`src/signed_vertex_angle_on_sphere_assert.svh`:
```
// Assertion macros shared by the signed vertex angle design.
`ifndef SIGNED_VERTEX_ANGLE_ON_SPHERE_ASSERT_SVH
`define SIGNED_VERTEX_ANGLE_ON_SPHERE_ASSERT_SVH
// Implication checked on every clock edge outside reset.
`define SVA_ASSERT_IMPL(label, clk, rst_n, ante, cons) \
  label: assert property (@(posedge clk) disable iff (!rst_n) (ante) |-> (cons)) \
    else $error("assertion failed");
// Implication whose consequent is checked in the cycle after the antecedent.
`define SVA_ASSERT_NEXT(label, clk, rst_n, ante, cons) \
  label: assert property (@(posedge clk) disable iff (!rst_n) (ante) |=> (cons)) \
    else $error("assertion failed");
`endif

```
`src/sva_pkg.sv`:
```
// Package with constants, types and the arctangent table.
`default_nettype none
package sva_pkg;
  localparam int unsigned CordicStepsDef = 16;
  localparam int unsigned CordicStepsMax = 32;
  localparam int unsigned VecW = 16;
  localparam int unsigned DotW = 34;
  localparam int unsigned SqW = 62;
  localparam int unsigned RootW = 31;
  localparam int unsigned CxW = 34;
  localparam int unsigned ZW = 34;
  localparam int unsigned TripW = 50;
  localparam int unsigned AngW = 16;

  typedef struct packed {
    logic signed [VecW-1:0] a_x;
    logic signed [VecW-1:0] a_y;
    logic signed [VecW-1:0] a_z;
    logic signed [VecW-1:0] b_x;
    logic signed [VecW-1:0] b_y;
    logic signed [VecW-1:0] b_z;
    logic signed [VecW-1:0] p_x;
    logic signed [VecW-1:0] p_y;
    logic signed [VecW-1:0] p_z;
  } in_t;

  typedef struct packed {
    logic [AngW-1:0] angle_turns;
    logic            reflex;
  } out_t;

  function automatic logic [31:0] atan_f(input int unsigned i);
    logic [31:0] r;
    case (i)
      0: r = 32'd536870912;  1: r = 32'd316933406;  2: r = 32'd167458907;
      3: r = 32'd85004756;   4: r = 32'd42667331;   5: r = 32'd21354465;
      6: r = 32'd10679838;   7: r = 32'd5340245;    8: r = 32'd2670163;
      9: r = 32'd1335087;    10: r = 32'd667544;    11: r = 32'd333772;
      12: r = 32'd166886;    13: r = 32'd83443;     14: r = 32'd41722;
      15: r = 32'd20861;     16: r = 32'd10430;     17: r = 32'd5215;
      18: r = 32'd2608;      19: r = 32'd1304;      20: r = 32'd652;
      21: r = 32'd326;       22: r = 32'd163;       23: r = 32'd81;
      24: r = 32'd41;        25: r = 32'd20;        26: r = 32'd10;
      27: r = 32'd5;         28: r = 32'd3;         29: r = 32'd1;
      30: r = 32'd1;         default: r = 32'd0;
    endcase
    return r;
  endfunction
endpackage
`default_nettype wire

```
`src/sva_if.sv`:
```
// Valid/ready channel interface with a generic payload.
`default_nettype none
interface sva_if #(parameter type T = logic) ();
  logic valid;
  logic ready;
  T     data;
  modport source (output valid, output data, input ready);
  modport sink (input valid, input data, output ready);
endinterface
`default_nettype wire

```
`src/sva_front.sv`:
```
// Front stages: products, dot product clamp, cross and triple products, radicand and sign.
`default_nettype none
module sva_front (
  input  wire logic                              clk_i,
  input  wire logic                              en_i,
  input  wire sva_pkg::in_t                      in_i,
  output logic signed [sva_pkg::CxW-1:0]         c_o,
  output logic        [sva_pkg::SqW-1:0]         rad_o,
  output logic                                   neg_o
);
  logic signed [31:0] pab_q [3];
  logic signed [31:0] pcr_q [6];
  logic signed [15:0] p_q [3];
  logic signed [33:0] dot_d;
  logic signed [33:0] dcl_d;
  logic signed [33:0] c_q;
  logic signed [32:0] cr_d [3];
  logic signed [32:0] cr_q [3];
  logic signed [15:0] p2_q [3];
  logic signed [49:0] tp_q [3];
  logic signed [31:0] cn_d;
  logic signed [63:0] csq_d;
  logic signed [33:0] c2_q;
  logic signed [33:0] c3_q;
  logic [61:0] rad_q;
  logic neg_q;

  assign dot_d = 34'(pab_q[0]) + 34'(pab_q[1]) + 34'(pab_q[2]);
  always_comb begin
    if (dot_d > 34'sd1073741824) begin
      dcl_d = 34'sd1073741824;
    end else if (dot_d < -34'sd1073741824) begin
      dcl_d = -34'sd1073741824;
    end else begin
      dcl_d = dot_d;
    end
    cr_d[0] = 33'(pcr_q[0]) - 33'(pcr_q[1]);
    cr_d[1] = 33'(pcr_q[2]) - 33'(pcr_q[3]);
    cr_d[2] = 33'(pcr_q[4]) - 33'(pcr_q[5]);
  end
  assign cn_d = 32'(c2_q);
  assign csq_d = cn_d * cn_d;

  always_ff @(posedge clk_i) begin
    if (en_i) begin
      pab_q[0] <= in_i.a_x * in_i.b_x;
      pab_q[1] <= in_i.a_y * in_i.b_y;
      pab_q[2] <= in_i.a_z * in_i.b_z;
      pcr_q[0] <= in_i.a_y * in_i.b_z;
      pcr_q[1] <= in_i.a_z * in_i.b_y;
      pcr_q[2] <= in_i.a_z * in_i.b_x;
      pcr_q[3] <= in_i.a_x * in_i.b_z;
      pcr_q[4] <= in_i.a_x * in_i.b_y;
      pcr_q[5] <= in_i.a_y * in_i.b_x;
      p_q[0] <= in_i.p_x;
      p_q[1] <= in_i.p_y;
      p_q[2] <= in_i.p_z;
      c_q <= -dcl_d;
      cr_q <= cr_d;
      p2_q <= p_q;
      c2_q <= c_q;
      for (int k = 0; k < 3; k++) begin
        tp_q[k] <= 50'(p2_q[k]) * 50'(cr_q[k]);
      end
      c3_q <= c2_q;
      rad_q <= 62'(64'd1 << 60) - 62'(csq_d);
      neg_q <= (tp_q[0] + tp_q[1] + tp_q[2]) < 50'sd0;
    end
  end
  // c, rad and the sign all leave after the fourth stage.
  assign c_o = c3_q;
  assign rad_o = rad_q;
  assign neg_o = neg_q;
endmodule
`default_nettype wire

```
`src/sva_sqrt.sv`:
```
// Pipelined integer square root, one result bit per stage.
`default_nettype none
module sva_sqrt (
  input  wire logic                              clk_i,
  input  wire logic                              en_i,
  input  wire logic        [sva_pkg::SqW-1:0]    rad_i,
  input  wire logic signed [sva_pkg::CxW-1:0]    c_i,
  input  wire logic                              neg_i,
  output logic        [sva_pkg::RootW-1:0]       root_o,
  output logic signed [sva_pkg::CxW-1:0]         c_o,
  output logic                                   neg_o
);
  localparam int unsigned N = sva_pkg::RootW;
  logic [63:0] rem_q [N+1];
  logic [N-1:0] res_q [N+1];
  logic signed [sva_pkg::CxW-1:0] c_q [N+1];
  logic neg_q [N+1];

  always_comb begin
    rem_q[0] = 64'(rad_i);
    res_q[0] = '0;
    c_q[0] = c_i;
    neg_q[0] = neg_i;
  end

  for (genvar g = 0; g < N; g++) begin : g_bit
    logic [63:0] trial;
    assign trial = {res_q[g], 2'b01} << (2 * (N - 1 - g));
    always_ff @(posedge clk_i) begin
      if (en_i) begin
        if (rem_q[g] >= trial) begin
          rem_q[g+1] <= rem_q[g] - trial;
          res_q[g+1] <= {res_q[g][N-2:0], 1'b1};
        end else begin
          rem_q[g+1] <= rem_q[g];
          res_q[g+1] <= {res_q[g][N-2:0], 1'b0};
        end
        c_q[g+1] <= c_q[g];
        neg_q[g+1] <= neg_q[g];
      end
    end
  end
  assign root_o = res_q[N];
  assign c_o = c_q[N];
  assign neg_o = neg_q[N];
endmodule
`default_nettype wire

```
`src/sva_cordic.sv`:
```
// Vectoring rotator stages, clamp, mirror and output rounding.
`default_nettype none
module sva_cordic #(
  parameter int unsigned CORDIC_STEPS = sva_pkg::CordicStepsDef
) (
  input  wire logic                              clk_i,
  input  wire logic                              en_i,
  input  wire logic        [sva_pkg::RootW-1:0]  root_i,
  input  wire logic signed [sva_pkg::CxW-1:0]    c_i,
  input  wire logic                              neg_i,
  output sva_pkg::out_t                          res_o
);
  localparam int unsigned S =
    (CORDIC_STEPS > sva_pkg::CordicStepsMax) ? sva_pkg::CordicStepsMax : CORDIC_STEPS;
  localparam int unsigned W = sva_pkg::CxW + 1;
  logic signed [W-1:0] x_q [S+1];
  logic signed [W-1:0] y_q [S+1];
  logic signed [sva_pkg::ZW-1:0] z_q [S+1];
  logic neg_q [S+1];
  logic signed [sva_pkg::ZW-1:0] zc_d;
  logic [32:0] a_d;
  sva_pkg::out_t res_q;

  always_ff @(posedge clk_i) begin
    if (en_i) begin
      if (c_i < 0) begin
        x_q[0] <= W'($signed({1'b0, root_i}));
        y_q[0] <= -W'(c_i);
        z_q[0] <= sva_pkg::ZW'(64'd1 << 30);
      end else begin
        x_q[0] <= W'(c_i);
        y_q[0] <= W'($signed({1'b0, root_i}));
        z_q[0] <= '0;
      end
      neg_q[0] <= neg_i;
    end
  end

  for (genvar g = 0; g < S; g++) begin : g_step
    always_ff @(posedge clk_i) begin
      if (en_i) begin
        if (y_q[g] >= 0) begin
          x_q[g+1] <= x_q[g] + (y_q[g] >>> g);
          y_q[g+1] <= y_q[g] - (x_q[g] >>> g);
          z_q[g+1] <= z_q[g] + sva_pkg::ZW'(sva_pkg::atan_f(g));
        end else begin
          x_q[g+1] <= x_q[g] - (y_q[g] >>> g);
          y_q[g+1] <= y_q[g] + (x_q[g] >>> g);
          z_q[g+1] <= z_q[g] - sva_pkg::ZW'(sva_pkg::atan_f(g));
        end
        neg_q[g+1] <= neg_q[g];
      end
    end
  end

  always_comb begin
    if (z_q[S] < 0) begin
      zc_d = '0;
    end else if (z_q[S] > sva_pkg::ZW'(64'd1 << 31)) begin
      zc_d = sva_pkg::ZW'(64'd1 << 31);
    end else begin
      zc_d = z_q[S];
    end
    if (neg_q[S]) begin
      a_d = 33'(64'd1 << 32) - 33'(zc_d);
    end else begin
      a_d = 33'(zc_d);
    end
  end
  wire logic [33:0] rnd_d = 34'(a_d) + 34'd32768;

  always_ff @(posedge clk_i) begin
    if (en_i) begin
      res_q.angle_turns <= rnd_d[31:16];
      res_q.reflex <= neg_q[S];
    end
  end
  assign res_o = res_q;
endmodule
`default_nettype wire

```
`src/signed_vertex_angle_on_sphere.sv`:
```
// Top level of the signed vertex angle pipeline.
//  channel | dir | payload
//  in_ch   | in  | a_x..p_z, nine signed 16-bit components
//  out_ch  | out | angle_turns (16 bits), reflex (1 bit)
// One transfer enters per cycle while the output is not stalled; data passes the
// square root stages (one result bit each) and the rotator stages (one step each).
// Reset clears only the valid bits; data registers are not reset.
// The whole pipeline advances together; a stall at the output holds every stage,
// and the input is accepted whenever the output is empty or being taken.
`default_nettype none
`include "signed_vertex_angle_on_sphere_assert.svh"
module signed_vertex_angle_on_sphere #(
  parameter int unsigned CORDIC_STEPS = sva_pkg::CordicStepsDef
) (
  input  wire logic clk_i,
  input  wire logic rst_ni,
  sva_if.sink       in_ch,
  sva_if.source     out_ch
);
  localparam int unsigned S =
    (CORDIC_STEPS > sva_pkg::CordicStepsMax) ? sva_pkg::CordicStepsMax : CORDIC_STEPS;
  localparam int unsigned Lat = 4 + sva_pkg::RootW + 1 + S + 1;

  logic [Lat-1:0] vld_q;
  logic en;
  logic signed [sva_pkg::CxW-1:0] c_a, c_b;
  logic [sva_pkg::SqW-1:0] rad;
  logic [sva_pkg::RootW-1:0] root;
  logic neg_a, neg_b;

  assign en = !vld_q[Lat-1] || out_ch.ready;
  assign in_ch.ready = en;

  always_ff @(posedge clk_i or negedge rst_ni) begin
    if (!rst_ni) begin
      vld_q <= '0;
    end else if (en) begin
      vld_q <= {vld_q[Lat-2:0], in_ch.valid};
    end
  end

  sva_front u_front (
    .clk_i(clk_i), .en_i(en), .in_i(in_ch.data), .c_o(c_a), .rad_o(rad), .neg_o(neg_a)
  );
  sva_sqrt u_sqrt (
    .clk_i(clk_i), .en_i(en), .rad_i(rad), .c_i(c_a), .neg_i(neg_a),
    .root_o(root), .c_o(c_b), .neg_o(neg_b)
  );
  sva_cordic #(.CORDIC_STEPS(CORDIC_STEPS)) u_cordic (
    .clk_i(clk_i), .en_i(en), .root_i(root), .c_i(c_b), .neg_i(neg_b), .res_o(out_ch.data)
  );

  assign out_ch.valid = vld_q[Lat-1];

  `SVA_ASSERT_IMPL(a_ready_when_empty, clk_i, rst_ni, !out_ch.valid, in_ch.ready)
  `SVA_ASSERT_NEXT(a_hold_on_stall, clk_i, rst_ni, out_ch.valid && !out_ch.ready,
    out_ch.valid && $stable(out_ch.data))
  `SVA_ASSERT_NEXT(a_valid_frozen, clk_i, rst_ni, !en, $stable(vld_q))
endmodule
`default_nettype wire
```
`src/flat_wrapper.sv`:
```
// flat-port wrapper written by rule: the top's interface ports become plain ports
module signed_vertex_angle_on_sphere_flat 
#(
  parameter int unsigned CORDIC_STEPS = sva_pkg::CordicStepsDef
)
  (clk_i, rst_ni, in_ch_valid, in_ch_data, in_ch_ready, out_ch_valid, out_ch_data, out_ch_ready);
  sva_if in_ch_i ();
  sva_if out_ch_i ();
  input  wire logic clk_i;
  input  wire logic rst_ni;
  input wire logic [$bits(in_ch_i.valid)-1:0] in_ch_valid;
  input wire logic [$bits(in_ch_i.data)-1:0] in_ch_data;
  output wire logic [$bits(in_ch_i.ready)-1:0] in_ch_ready;
  output wire logic [$bits(out_ch_i.valid)-1:0] out_ch_valid;
  output wire logic [$bits(out_ch_i.data)-1:0] out_ch_data;
  input wire logic [$bits(out_ch_i.ready)-1:0] out_ch_ready;
  assign in_ch_i.valid = in_ch_valid;
  assign in_ch_i.data = in_ch_data;
  assign in_ch_ready = in_ch_i.ready;
  assign out_ch_valid = out_ch_i.valid;
  assign out_ch_data = out_ch_i.data;
  assign out_ch_i.ready = out_ch_ready;
  signed_vertex_angle_on_sphere #(.CORDIC_STEPS(CORDIC_STEPS)) u_core (.clk_i(clk_i), .rst_ni(rst_ni), .in_ch(in_ch_i), .out_ch(out_ch_i));
endmodule
```
`config.mk`:
```
export PLATFORM = sky130hd
export DESIGN_NAME = signed_vertex_angle_on_sphere_flat
export DESIGN_NICKNAME = d
export VERILOG_FILES = /design/src/sva_pkg.sv /design/src/sva_if.sv /design/src/sva_front.sv /design/src/sva_sqrt.sv /design/src/sva_cordic.sv /design/src/signed_vertex_angle_on_sphere.sv /design/src/flat_wrapper.sv
export VERILOG_INCLUDE_DIRS = /design/src /design/src/src
export SDC_FILE = /design/constraint.sdc
export NUM_CORES = 1
export LEC_CHECK = 0
export ABC_AREA = 1
export ABC_CLOCK_PERIOD_IN_PS = 1700
export BUFFER_PORTS_ARGS = -buffer_cell sky130_fd_sc_hd__buf_2
export CELL_PAD_IN_SITES_DETAIL_PLACEMENT = 1
export CELL_PAD_IN_SITES_GLOBAL_PLACEMENT = 2
export CORE_MARGIN = 2
export CORE_UTILIZATION = 41
export CTS_CLUSTER_DIAMETER = 30
export CTS_CLUSTER_SIZE = 16
export DETAILED_ROUTE_END_ITERATION = 10
export MAX_ROUTING_LAYER = met4
export PLACE_DENSITY = 0.79
export SETUP_SLACK_MARGIN = 0.05
export SLEW_MARGIN = 10
export SYNTH_ARGS = -nofsm -noshare
export SYNTH_HDL_FRONTEND = slang
export SYNTH_SLANG_ARGS = --single-unit
```
`constraint.sdc`:
```
create_clock -name clk_i -period 1.7 [get_ports clk_i]
set_input_delay 0.255 -clock clk_i [delete_from_list [all_inputs] [get_ports clk_i]]
set_output_delay 0.255 -clock clk_i [all_outputs]
set_load 0.01 [all_outputs]
```
Word level (Yosys, flattened, before mapping):

Memory sizes are Yosys's and may differ from the RTL's. A register that Yosys moved wholly into a read port is not among the register bits.
Cells that the tools add are included.

* register bits after elaboration: 120
* bits in latches: 0
* RAM bits: 167
* bits in read-only memories: 0
* logic and storage cells: 47
* memories: 2

Memory list
* u_core.u_front.tp_q: words 3, bits a word 50, rd ports 3, clocked after memory_dff 0, write ports 3, line sva_front.sv:20 `logic signed [49:0] tp_q [3];`
* u_core.u_cordic.neg_q: words 17, bits a word 1, rd ports 17, clocked after memory_dff 1, write ports 17, line sva_cordic.sv:19 `logic neg_q [S+1];`

* add/subtract/negate cells: 3
* $mul: 1
* div/mod/pow operators: 0
* magnitude comparators: 1
* equality and inequality tests: 0
* shifts and indexed selects: 0
* mux-type cells: 2
* bitwise gates (word level): 0
* reductions and logical operators: 2

Operator list (number)
* adder 50 bit: 2
* < comparator 50 x 1 -> 1 bit, second input constant: 1
* multiplier 2 x 33 -> 35 bit: 1
* subtractor 32 x 32 -> 33 bit, both inputs constant: 1
* two-way mux 1 bit: 2
* logical NOT 1 bit: 1
* logical OR 1 bit: 1

Logic depth before layout (Yosys ltp):

Gate-level depths: netlist of run 1.

* word-level depth: 4
* gate-level depth with buffers: 5

Modules after synthesis:

From an unflattened synthesis of run 1, not the netlist that was laid out.

* cells, all modules: 59588
* area, all modules: 526376.1 µm²

Modules (own cells, without submodules)
* sva_front: times used 1, cells each 24086, area an instance 212112.2 µm², seq. area each 23812.8 µm²
* sva_sqrt: times used 1, cells each 17637, area an instance 171739.7 µm², seq. area each 105100.8 µm²
* sva_cordic: times used 1, cells each 17635, area an instance 140379.6 µm², seq. area each 46244.4 µm²
* signed_vertex_angle_on_sphere: times used 1, cells each 230, area an instance 2144.6 µm², seq. area each 1326.3 µm²

Least setup slack after synthesis of run 1:

OpenSTA, ideal clock, no wires.

* kind: register -> output
* start: register u_core.vld_q[52]
* end: output port in_ch_ready
* data arrival time: 0.794 ns
* required time: 1.445 ns
* path slack: 0.651 ns
* cell stages (with the launch flop): 4
* path buffers: 2
* path through: dfrtp_1 -> buf_6 -> nand2_8 -> buf_8

* longest elaborated chain between the ends: 2

RTL lines
* start: declaration: line signed_vertex_angle_on_sphere.sv:24 `logic [Lat-1:0] vld_q;`
* start signal: assignment: line signed_vertex_angle_on_sphere.sv:38 `vld_q <= {vld_q[Lat-2:0], in_ch.valid};`
* logical NOT 1 bit: line signed_vertex_angle_on_sphere.sv:31 `assign en = !vld_q[Lat-1] || out_ch.ready;`
* logical OR 1 bit: line signed_vertex_angle_on_sphere.sv:31
* end: declaration: line flat_wrapper.sv:13 `output wire logic [$bits(in_ch_i.ready)-1:0] in_ch_ready;`

Every way passes these cells.

Worst setup path in the final report of run 1:

* start: register u_core.vld_q[52]
* end: output port out_ch_valid

RTL lines
* end: declaration: line flat_wrapper.sv:14 `output wire logic [$bits(out_ch_i.valid)-1:0] out_ch_valid;`

No word-level cell between the ends.

==> out/metrics.yaml, run 1 <==
floorplan:
  ios: 8
  dieHeight_um: 77.0
  num_rows: 26
  fp.dieW_um: 77.0
  start_util_pct: 42.7
  die_area_um2: 5930
  coreArea_um2: 5110
timing:
  slew_violations: 0
  fin_hold_ws_ps: 148
  clock-skew-final_ps: 13.8
  fin_tns_setup_ps: 0
  fmax_mhz: 676
  finalCritPeriodShare_pct: 87.1
  setup_viol: 0
  worstMarginPinSlew_ps: 582
  rsz0062_at_grt: "false"
  slew-limit-headroom_pct: 61.2
  period_needed_ps: 1480
  hold_viol: 0
grt:
  grt_usage_pct: 15.9
  grt_max_degree: 45
  grt.overflow.total: 0
  antenna_found_initial: 0
  first_global_vias: 1554
  grt_pass1_wl_mm: 7.42
detailed_routing:
  drc: 0
  wire_per_inst_um: 13.4
  drt_iter0_drc: 76
  wl_mm: 4.06
  viasPerCell: 4.91
  vias: 1489
  first_pass_iters: 4
  final_antenna_net_count: 0
final_layout:
  stdcell_count: 303
  drive_gt1_share_pct: 11.6
  post-route-cell-area_um2: 2300
  largest_reg_flops: 53
  top_regs: "u_core.vld_q: 53 flops"
  antenna_cells: 0
  final_cell_mix: "97 x nand2_1, 52 x nand3_1, 52 x dfrtp_1"
  syn_to_final_growth_pct: 5.27
  final_common_cell: "nand2_1"
  largest-register: "u_core.vld_q"
  final_nets: 237
yosys:
  synth-seq-area-share_pct: 60.7
  yosysTopAreaCellShare_pct: 60.7
  synth_area_um2: 2180
  yosysUniqueCellTypes: 12
  ys_ff_latch: 53
  yosysTopAreaCell: "dfrtp_1"
  synth_nets: 236
  synth_area_leaders: "dfrtp_1 61%, nand2_1 17%, nand3_1 12%"
  synth.avg_cell_area_um2: 9.45
  yosysWarnings: 0
  synth_cells: 231
setup_path:
  cp_max_fo: 25
  criticalPathCategory: "reg2out"
  worst_setup_path_start_kind: "register"
  end_kind: "primary output"
  required_ps: 1440
  critPathArrivalTime_ps: 1230
placed_design:
  place_hpwl_mm: 2.52
  gp_congestion: 0.680
  post_dp_cell_area_um2: 2200
  io_buffers: 5
  place_inst: 294
min_path:
  hold_path_class: "in2reg"
clock_network:
  h-tree-depth: 2
  clock_path_buffers: 2
  numCtsBuffers: 5
  clock_sinks: 53
  insertion_delay_ps: 300
  cts.clk_slew.worst_paths_ps: 90
  ctsResizeCount: 0
  root_buffer: "clkbuf_8"
  cts_tree: "yes"
outcome:
  status: "finished, final reports clean"
power:
  peakVddDrop_mv: 0.655
  power_density_nw_per_um2: 961
  leakage_nw: 1.17
  p_total_mw: 2.21
flow_run:
  maxCapViolations: 0
-- through the flow --
stage,setup WS [ps],utilization [%]
floorplan,651,-
global placement,390,43.0
detailed placement,351,43.0
CTS,205,45.0
global route,149,45.0
finish,220,45.0
-- worst max-delay path, cell delays in order, from the launching register on --
cell	delay, ps
dfrtp_2	440
buf_4	300
buf_2	180
-- cells by family (layout without fill, tap and decap cells) --
group / Yosys count / in the layout / share of synthesized area, %
AND/OR/NAND/NOR: 158 / 158 / 31.8
flip-flops: 53 / 53 / 60.7
other: 1 / 1 / 0.172
buffers and inverters: 19 / 21 / 7.28
-- path summary, 6_finish.rpt --
check	slack (ps)	from	depth (start not counted)	endpoint
min reg2reg	460	u_core.vld_q[35]	2	u_core.vld_q[36]
min in group asynchronous	480	rst_ni	2	u_core.vld_q[43]
max	220	u_core.vld_q[52]	2	out_ch_valid
max in group asynchronous	650	rst_ni	3	u_core.vld_q[24]
max reg2reg	530	u_core.vld_q[52]	4	u_core.vld_q[5]
min	150	in_ch_valid	3	u_core.vld_q[0]
-- timing repair --
action / CTS / global route
buffers inserted: 0 / 0
endpoints found under the setup margin: 0 / 0
hold buffers: 1 / 0
endpoints found under the hold margin: 23 / 0
-- final cells by class --
type | count | area (um^2)
inverters | 2 | 10.0
fillers | 613 | 2810
flip-flops and latches | 53 | 1330
well taps | 70 | 87.6
clock buffers | 8 | 90.1
repair buffers | 11 | 85.1
multi-input cells | 159 | 698
-- Yosys cell counts --
master and n:
nand2_1 97, dfrtp_1 53, nand3_1 52, nand2_2 8, buf_6 7, buf_2 5, buf_4 4, buf_8 1
conb_1 1, inv_1 1, inv_4 1, nand2_8 1
-- layer usage --
metal	track usage (%)	routed length (um)	up-vias
met5	-	0	-
met4	5.89	58	0
met3	2.94	89	6
met2	25.2	1960	14
met1	20.4	1950	739
li1	-	-	730
-- report_power, final --
group	internal [mW]	leakage [nW]	switching, mW
clock	0.333	0.0455	0.380
combinational	0.0415	0.501	0.0825
sequential	1.33	0.627	0.0409
Note: power is estimated with default switching activity, not from simulation.
==> run 2: changes to the inputs <==
--- a/config.mk
+++ b/config.mk
@@ -6,18 +6,18 @@
 export SDC_FILE = /design/constraint.sdc
 export NUM_CORES = 1
 export LEC_CHECK = 0
-export ABC_AREA = 1
 export ABC_CLOCK_PERIOD_IN_PS = 1700
 export BUFFER_PORTS_ARGS = -buffer_cell sky130_fd_sc_hd__buf_2
 export CELL_PAD_IN_SITES_DETAIL_PLACEMENT = 1
 export CELL_PAD_IN_SITES_GLOBAL_PLACEMENT = 2
+export CORE_ASPECT_RATIO = 0.7
 export CORE_MARGIN = 2
-export CORE_UTILIZATION = 41
+export CORE_UTILIZATION = 51
 export CTS_CLUSTER_DIAMETER = 30
 export CTS_CLUSTER_SIZE = 16
 export DETAILED_ROUTE_END_ITERATION = 10
 export MAX_ROUTING_LAYER = met4
-export PLACE_DENSITY = 0.79
+export PLACE_DENSITY = 0.81
 export SETUP_SLACK_MARGIN = 0.05
 export SLEW_MARGIN = 10
 export SYNTH_ARGS = -nofsm -noshare
==> out/metrics.yaml, run 2 <==
timing:
  fmax_mhz: 693  # +2.6%
  finalCritPeriodShare_pct: 84.8  # -2.2 points
  setup_viol: 0  # unchanged
  clock-skew-final_ps: 7.00  # -6.78 ps
  worstMarginPinSlew_ps: 523  # -59.3 ps
  slew-limit-headroom_pct: 65.1  # +4.0 points
  slew_violations: 0  # unchanged
  hold_viol: 0  # unchanged
  period_needed_ps: 1440  # -38.1 ps
  rsz0062_at_grt: "false"
  fin_tns_setup_ps: 0  # unchanged
yosys:
  netlist_top_cells_count: "53 x dfrtp_1, 48 x mux2_4, 6 x buf_12"
  synthArstFlopShare_pct: 100  # unchanged
  synth_area_um2: 2240  # +2.8%
  synth_area_leaders: "dfrtp_1 59%, mux2_4 32%, buf_12 5.4%"
  synth_nets: 120  # -49%
  yosysTopAreaCell: "dfrtp_1"
  synth-seq-area-share_pct: 59.1  # -1.6 points
  yosysWarnings: 0  # unchanged
  synth-main-ff-cell: "dfrtp_1"
  yosysUniqueCellTypes: 8  # -4
  synth_edf_count: 0  # unchanged
  synth_cells: 115  # -50%
  ys_ff_latch: 53  # unchanged
  yosysTopAreaCellShare_pct: 59.1  # -1.6 points
  synth.avg_cell_area_um2: 19.5  # +110%
  synth_most_common_cell: "dfrtp_1"
clock_network:
  clock_path_buffers: 2  # unchanged
  ctsResizeCount: 0  # unchanged
  insertion_delay_ps: 300  # about the same
  root_buffer: "clkbuf_8"
  postCtsSetupBuffers: 0  # unchanged
  cts.clk_slew.worst_paths_ps: 90  # about the same
  cts_tree: "yes"
  hold_buffers: 1  # unchanged
  clock_sinks: 53  # unchanged
  h-tree-depth: 2  # unchanged
  numCtsBuffers: 5  # unchanged
outcome:
  status: "finished, final reports clean"
setup_path:
  slowest_stage: "dfrtp_1"
  crit_family: "flip-flops"
  cp_max_fo: 25  # unchanged
  end_kind: "primary output"
  slowest_delay_ps: 420  # -20 ps
  cp_num_buf_inv: 2  # unchanged
  worst_setup_path_start_kind: "register"
  critPathArrivalTime_ps: 1190  # -40 ps
  required_ps: 1440  # about the same
  crit_chain: "nand2b_4, buf_12, buf_2"
  criticalPathCategory: "reg2out"
grt:
  grtUsageMet2_pct: 20.0  # -5.1 points
  grt_pass1_wl_mm: 5.07  # -32%
  grt_usage_pct: 14.0  # -1.9 points
  first_global_vias: 1043  # -33%
  grt-busiest-layer: "met2"
  antenna_found_initial: 0  # unchanged
  grt.overflow.total: 0  # unchanged
  grt_max_degree: 32  # -29%
  use_met1_pct: 17.5  # -2.9 points
  met3_usage_pct: 5.85  # +2.9 points
final_layout:
  final_nets: 129  # -46%
  post-route-cell-area_um2: 2360  # +2.8%
  final_common_cell: "dfrtp_1"
  utilization_pct: 55.2  # +10 points
  drive_gt1_share_pct: 53.6  # +42 points
  largest-register: "u_core.vld_q"
  top_regs: "u_core.vld_q: 53 flops"
  syn_to_final_growth_pct: 5.35  # about the same
  largest_reg_flops: 53  # unchanged
  final_cell_mix: "53 x dfrtp_1, 48 x mux2_4, 5 x clkbuf_8, 5 x buf_2, 4 x mux2_2"
  antenna_cells: 0  # unchanged
flow_run:
  maxCapViolations: 0  # unchanged
floorplan:
  ios: 8  # unchanged
  dieHeight_um: 59.5  # -23%
  num_rows: 20  # -23%
  die_area_um2: 4950  # -16%
  start_util_pct: 52.4  # +9.7 points
  fp.dieW_um: 83.3  # +8.2%
  coreArea_um2: 4280  # -16%
detailed_routing:
  viasPerCell: 5.03  # +2.4%
  vias: 906  # -39%
  wire_per_inst_um: 15.3  # +14%
  wl_mm: 2.76  # -32%
  drc: 0  # unchanged
  drt_iter0_drc: 26  # -66%
  final_antenna_net_count: 0  # unchanged
  first_pass_iters: 3  # -1
min_path:
  hold_path_class: "in2reg"
placed_design:
  io_buffers: 5  # unchanged
  gp_congestion: 0.727  # +6.9%
  place_hpwl_mm: 1.69  # -33%
  post_dp_cell_area_um2: 2270  # +3.2%
power:
  power_density_nw_per_um2: 910  # -5.3%
  leakage_nw: 1.21  # +3.5%
  peakVddDrop_mv: 0.454  # -31%
[run 2: changes by cell type after synthesis, moves of 3 or more]
| cell | before | now |
|---|---|---|
| buf_2 | 5 | 0 |
| buf_12 | 0 | 6 |
| nand3_1 | 52 | 0 |
| mux2_4 | 0 | 48 |
| mux2_2 | 0 | 4 |
| nand2_2 | 8 | 0 |
| nand2_1 | 97 | 0 |
| buf_6 | 7 | 0 |
| buf_4 | 4 | 1 |
[run 2: worst paths after layout]
path	slack [ps]	start	cells past startpoint	endpoint
max	260	u_core.vld_q[52]	3	in_ch_ready
min	190	in_ch_valid	2	u_core.vld_q[0]
max reg2reg	490	u_core.vld_q[52]	3	u_core.vld_q[31]
min reg2reg	490	u_core.vld_q[51]	1	u_core.vld_q[52]
max in group asynchronous	710	rst_ni	3	u_core.vld_q[40]
min in group asynchronous	460	rst_ni	2	u_core.vld_q[18]
[run 2: logic make-up after synthesis]
family	Yosys count	synth area share (%)
flops	53	59.1
mux	52	34.1
buf+inv	7	5.69
simple gates	2	0.892
other cells	1	0.167
[run 2: stage by stage]
stage / instances / worst slack, ps / hold slack, ps / power, mW
after global placement: 171 / 523 / 252 / 1.50
after detailed placement: 171 / 497 / 266 / 1.51
after CTS: 180 / 230 / 177 / 2.19
after floorplan: 115 / 497 / -40.6 / 1.46
after global routing: 180 / 177 / 165 / 2.27
final: 180 / 258 / 187 / 2.15
[run 2: layout make-up]
cell class | instances | area (um^2)
clock buffer | 7 | 76.3
clock inverter | 1 | 7.51
fill | 364 | 1920
multi-input combinational | 55 | 790
sequential | 53 | 1330
tap | 55 | 68.8
timing repair buffer | 9 | 95.1
[run 2: per-layer routing]
metal	routed length, um	vias to the layer above
met3	81	2
li1	-	407
met4	30	0
met5	0	-
met2	1320	7
met1	1330	490
[run 2: where the power goes]
part	internal (mW)	switching, mW
clock	0.292	0.377
combinational	0.0859	0.0409
sequential	1.32	0.0346
total	1.70	0.452
